File: config.mk
export PLATFORM = sky130hd
export DESIGN_NAME = ati_ctrl
export DESIGN_NICKNAME = d
export VERILOG_FILES = /design/src/hw/rtl/ati_pkg.sv /design/src/hw/rtl/ati_ctrl.sv
export SDC_FILE = /design/constraint.sdc
export NUM_CORES = 1
export LEC_CHECK = 0
export BUFFER_PORTS_ARGS = -buffer_cell sky130_fd_sc_hd__buf_4
export CORE_AREA = 4 4 41 43
export CTS_BUF_LIST = sky130_fd_sc_hd__clkbuf_2
export DETAILED_ROUTE_END_ITERATION = 7
export DIE_AREA = 0 0 45 47
export PLACE_DENSITY = 0.62
export SKIP_CTS_REPAIR_TIMING = 1
export SLEW_MARGIN = 20
export SYNTH_ARGS = -nofsm -noshare
export SYNTH_HDL_FRONTEND = slang
export SYNTH_SLANG_ARGS = --single-unit
File: constraint.sdc
create_clock -name clk -period 3.8 [get_ports clk]
set_input_delay 0.19 -clock clk [delete_from_list [all_inputs] [get_ports clk]]
set_output_delay 0.19 -clock clk [all_outputs]
set_load 0.02 [all_outputs]
File: src/hw/rtl/ati_pkg.sv
// Shared constants and control/status types of the interpolated acoustic tensor unit.
package ati_pkg;

	localparam int DIM_DEFAULT  = 3;
	localparam int IDX_W        = 2;
	localparam int ACC_ROWS     = 3;
	localparam int ACC_DEPTH    = 9;
	localparam int SLOT_W       = 4;
	localparam int ACC_W        = 64;
	localparam int STIFF_W      = 24;
	localparam int NORM_W       = 16;
	localparam int FRAC_W       = 16;
	localparam int VAL_W        = 32;
	localparam int INTERP_SHIFT = 15;
	localparam int OUT_SHIFT    = 28;

	// Commands from the sequencer to the datapath
	typedef struct packed {
		logic load;      // capture the accepted item
		logic mul1;      // h*diff and n_k*n_m
		logic mul2;      // contraction products, read accumulator slot
		logic acc_wr;    // write back updated accumulators
		logic emit_rd;   // read accumulator slot of the emit counter
		logic emit_cvt;  // round, saturate and load result registers
		logic emit_adv;  // advance emit counter
	} ati_cmd_t;

	// Status from the datapath to the sequencer
	typedef struct packed {
		logic in_range;   // all indexes below DIM
		logic last;       // captured last flag
		logic emit_done;  // emit counter is on the final entry
	} ati_sts_t;

endpackage

File: src/hw/rtl/ati_ctrl.sv
// Sequencer of the interpolated acoustic tensor unit.
module ati_ctrl
	import ati_pkg::*;
(
	input  logic     clk,
	input  logic     arst_n,
	input  logic     in_valid,
	output logic     in_stall,
	output logic     out_valid,
	input  logic     out_stall,
	input  ati_sts_t sts,
	output ati_cmd_t cmd
);

	typedef enum logic [6:0] {
		ST_IDLE  = 7'b0000001,
		ST_PROD1 = 7'b0000010,
		ST_PROD2 = 7'b0000100,
		ST_ACCUM = 7'b0001000,
		ST_RD    = 7'b0010000,
		ST_CVT   = 7'b0100000,
		ST_OUT   = 7'b1000000
	} ati_state_t;

	ati_state_t state_q, state_d;

	// Hold the state
	always_ff @(posedge clk or negedge arst_n) begin
		if (!arst_n) begin
			state_q <= ST_IDLE;
		end else begin
			state_q <= state_d;
		end
	end

	// Decode next state and commands
	always_comb begin
		state_d   = state_q;
		cmd       = '0;
		in_stall  = 1'b1;
		out_valid = 1'b0;
		unique case (state_q)
			ST_IDLE: begin
				in_stall = 1'b0;
				if (in_valid) begin
					cmd.load = 1'b1;
					state_d  = ST_PROD1;
				end
			end
			ST_PROD1: begin
				cmd.mul1 = 1'b1;
				if (sts.in_range) begin
					state_d = ST_PROD2;
				end else if (sts.last) begin
					state_d = ST_RD;
				end else begin
					state_d = ST_IDLE;
				end
			end
			ST_PROD2: begin
				cmd.mul2 = 1'b1;
				state_d  = ST_ACCUM;
			end
			ST_ACCUM: begin
				cmd.acc_wr = 1'b1;
				state_d    = sts.last ? ST_RD : ST_IDLE;
			end
			ST_RD: begin
				cmd.emit_rd = 1'b1;
				state_d     = ST_CVT;
			end
			ST_CVT: begin
				cmd.emit_cvt = 1'b1;
				state_d      = ST_OUT;
			end
			ST_OUT: begin
				out_valid = 1'b1;
				if (!out_stall) begin
					cmd.emit_adv = 1'b1;
					state_d      = sts.emit_done ? ST_IDLE : ST_RD;
				end
			end
			default: begin
				state_d = ST_IDLE;
			end
		endcase
	end

endmodule

Yosys cells after proc, flatten, opt, wreduce, memory -nomap -nowiden. Cells that the tools add are included.

Output and inout bits: 9. Logic and storage cells: 28. Bits in registers: 7. Bits of input ports: 7.

Mux-type cells: 17. Equal/unequal tests: 9. Reduce and logical (&&, ||, !) cells: 1.

Operators with widths (count): 7-bit one-hot mux with 7 select lines (1); 7-bit two-way mux (3); 1-bit two-way mux (11); 5-bit two-way mux (2); 7-bit by 1-bit equality test with 1-bit output, second input constant (1); 7-bit by 2-bit equality test with 1-bit output, second input constant (1); 7-bit by 3-bit equality test with 1-bit output, second input constant (1); 7-bit by 4-bit equality test with 1-bit output, second input constant (1); 7-bit by 5-bit equality test with 1-bit output, second input constant (1); 7-bit by 6-bit equality test with 1-bit output, second input constant (1); 7-bit equality test, second input constant (1); 2-bit inequality test, second input constant (2); 2-bit AND reduction (1).

Depth between registers and ports, before layout.
Word-level depth: 3. Mapped depth: 6. Gate-level depth less buffers: 5.

Worst setup path before layout. OpenSTA, ideal clock, no wires.

Path kind: register -> output. Start: register state_q[4]. End: output port cmd[4] in the netlist's numbering. Data required time: 3.610 ns. Buffers on the path: 1. Data arrival time: 1.708 ns. Cell stages (with the launch flop): 4. Path slack: 1.902 ns. Cells stage by stage: dfrtp_1 > buf_6 > or4_4 > nor4b_1.

RTL lines: start, declared (line ati_ctrl.sv:25) `ati_state_t state_q, state_d;`; start signal, assigned (line ati_ctrl.sv:32) `state_q <= state_d;`; end, declared (line ati_ctrl.sv:12) `output ati_cmd_t cmd`.

==> results.sh <==
export IMPL_min_from="sts[2]"
export IMPL_fill_cells=134
export IMPL_area_sequential_sq_um=176
export IMPL_worstPathArrival_ns=1.69
export IMPL_share_seq_of_total_power=0.356
export IMPL_finalWorstSetupSlack_ns=1.92
export IMPL_clock_tree_htree_level_count=1
export IMPL_max_cap_violations=0
export IMPL_worst_setup_hold_path_clk_slew_ns=0.07
export IMPL_nNetsFinal=76
export IMPL_fraction_of_the_yosys_area_taken_by_sequential_cells=0.377
export IMPL_route_detailed_vias_per_inst=5.20
export IMPL_worst_r2r_setup_slack_ns=2.17
export IMPL_initialDrtViolationCount=7
export IMPL_top_register="state_q"
export IMPL_post_synth_top_area_fraction=0.321
export IMPL_maxSlewHeadroom=0.706
export IMPL_timing_critical_path_required_ns=3.61
export IMPL_grt_first_pass_wirelength_mm=1.47
export IMPL_worstMarginPinSlew_ns=0.437
export IMPL_grt_antenna_before_repair=0
export IMPL_syn_nets=58
export IMPL_grt_use_total=0.104
export IMPL_area_of_the_core_sq_mm=0.00130
export IMPL_ys_seq_elements=7
export IMPL_io_pins=16
export IMPL_leading_cell_type_in_the_layout_fill_and_taps_excluded="buf_4"
export IMPL_drt_wl_total_um=995
export IMPL_highest_clock_frequency_the_design_can_meet_ghz=0.533
export IMPL_globalRoute_totalOverflow=0
export IMPL_drtPass1Iterations=4
export IMPL_outcome="completed"
export IMPL_detailed_route_wire_length_on_metal_1_um=437
export IMPL_ir_worst_vdd_uv=316
export IMPL_route_top_layer_used="met3"
export IMPL_floorplan_die_height_um=47
export IMPL_layout_top_registers="state_q x7"
export IMPL_min_delay_worst_endpoint="state_q[2]"
export IMPL_row_count=13
export IMPL_timing_final_crit_period_ns=1.88
export IMPL_clk_path_buf_depth=2
export IMPL_cts_num_sinks=7
export IMPL_post_synth_main_area_contributors="dfrtp_1 32%, nor3b_1 6.4%, dfstp_2 5.6%"
export IMPL_layout_cell_area_non_filler_sq_um=611
export IMPL_timing_final_crit_share=0.494
export IMPL_final_setup_tns_ns=0
export IMPL_gp_routability_congestion=0.732
export IMPL_synth_cell_types=26
export IMPL_holdPathStages=2
export IMPL_num_antenna_cells=0
export IMPL_share_comb_of_total_power=0.475
export IMPL_most_used_cells_in_the_layout_excluding_fill_and_tap_cells="15 x buf_4, 6 x nor2_1, 6 x dfrtp_1"
export IMPL_switching_share=0.396
export IMPL_class_of_the_tightest_hold_or_removal_check="input port to flop"
export IMPL_pre_cts_ws_ns=2.15
export IMPL_cts_buf_count=3
export IMPL_timing_worst_setup_path_type="flop to primary output"
export IMPL_rsz_0062_raised_after_global_routing="no"
export IMPL_crit_slowest_cell="or4_4"
export IMPL_leakage_power_figure_nw=0.301
export IMPL_final_hold_violation_count=0
export IMPL_multi_input_comb_area_sq_um=262
export IMPL_cts_root_buf="clkbuf_2"
export IMPL_ant_nets=0
export IMPL_placement_cell_area_sq_um=581
export IMPL_grt_start_max_net_pins=9
export IMPL_final_layout_size_suffix_gt1_frac=0.353
export IMPL_dieArea_sq_mm=0.00212
export IMPL_r2r_end="state_q[0]"
export IMPL_timing_clock_skew_ns=0.00852
export IMPL_initial_utilization=0.360
export IMPL_syn_inst=51
export IMPL_crit_path_start_kind="flop"
export IMPL_mappedNetlistArea_sq_um=468
export IMPL_setup_violations=0
export IMPL_die_x_um=45
export IMPL_clock_power_share=0.170
export IMPL_largest_reg_flops=7
export IMPL_critical_path_peak_fanout=7
export IMPL_synth_largest_area_cell="dfrtp_1"
export IMPL_slowest_cell_delay_on_critical_path_ns=0.56
export IMPL_ys_warnings_count=0
export IMPL_post_synth_cell_area_avg_sq_um=9.18
export IMPL_route_vias_total=432
export IMPL_first_global_vias=393
export IMPL_drc=0
export IMPL_power_switching_mw=0.128
export IMPL_reg2reg_depth=5
export IMPL_endpoint_kind="primary output"
export IMPL_cts_tree="yes"
export IMPL_worst_skew_pair_late_latency_ns=0.23
export IMPL_cell_chain_of_the_critical_path="or4_4 -> nor4b_1 -> buf_4"
export IMPL_cellPowerDensity_mw_per_mm2=530
export IMPL_routed_wire_length_per_instance_um=12.0
export IMPL_route_met2_wl_um=480
export IMPL_syn2layout_area_growth_pct=30.5
export IMPL_intPower_mw=0.196
export IMPL_placement_io_buffers=15
export IMPL_met3RoutedLength_um=77
export IMPL_r2r_start="state_q[1]"
export IMPL_post_dp_hpwl_um=800
export IMPL_timing_final_max_slew_violations=0
[cells by family after synthesis]
kind of cell,synth area share
AOI/OAI and AO/OA,0.0856
xor gates and xnor gates,0.0562
buffers and inverters,0.0642
DFF,0.377
and+or+nand+nor,0.417
[power groups by stage]
stage	logic, mW	clock network (mW)	registers, mW
floorplan	0.114	0	0.109
global route	0.168	0.0591	0.119
finish	0.154	0.0550	0.115
CTS	0.155	0.0576	0.115
detailed placement	0.154	0	0.116
global placement	0.153	0	0.116
[metrics by stage]
step	hold WS, ns	power (mW)	std cells	utilization
2_1_floorplan	-0.106	0.224	51	-
3_3_place_gp	0.00513	0.269	78	0.446
3_5_place_dp	0.00566	0.271	78	0.446
4_1_cts	-0.262	0.328	82	0.462
5_1_grt	0.177	0.346	83	0.469
6_report	0.172	0.324	83	0.469
[cell usage after synthesis]
library cell and count:
nor4b_1 3, xor2_1 2, or2_2 1, buf_6 1
nor2_1 6, a22o_1 1, nand4_1 1, a31oi_1 1
or4_4 1, nand3_1 3, dfstp_2 1, nor3_2 1
xnor2_1 1, o2bb2ai_1 1, or3_1 1, inv_1 3
dfrtp_1 6, a2bb2oi_1 1, and4b_2 1, clkbuf_1 2
and2_1 4, nor3b_1 4, nor4_1 2, nand4b_1 1
a22oi_1 1, nand2_1 1
[how the worst max path moves through the flow]
stage | from | endpoint | depth (start not counted)
floorplan | state_q[4] | cmd[4] | 3
global placement | state_q[1] | state_q[0] | 4
detailed placement | state_q[1] | state_q[0] | 5
CTS | state_q[1] | cmd[4] | 3
global route | state_q[1] | out_valid | 4
finish | state_q[1] | cmd[4] | 3
[worst max-delay path: cells and delay by family, from the launching register on]
kind	cells	cell delay [ns]
AND/OR/NAND/NOR	2	0.83
flip-flops	1	0.44
buffers and inverters	1	0.20
[cell type report]
| cell class | count | area share |
|---|---|---|
| multi-input combinational | 38 | 0.428 |
| clock buffer | 4 | 0.0328 |
| tap | 15 | 0.0307 |
| timing repair buffer | 16 | 0.201 |
| sequential | 7 | 0.289 |
| inverter | 3 | 0.0184 |
[metal layers]
| layer | vias up | track usage |
|---|---|---|
| met5 | - | 0 |
| met4 | 0 | 0.0351 |
| met3 | 0 | 0.0690 |
| met2 | 13 | 0.178 |
| met1 | 201 | 0.102 |
| li1 | 218 | - |
(Power assumes the default switching activity.)
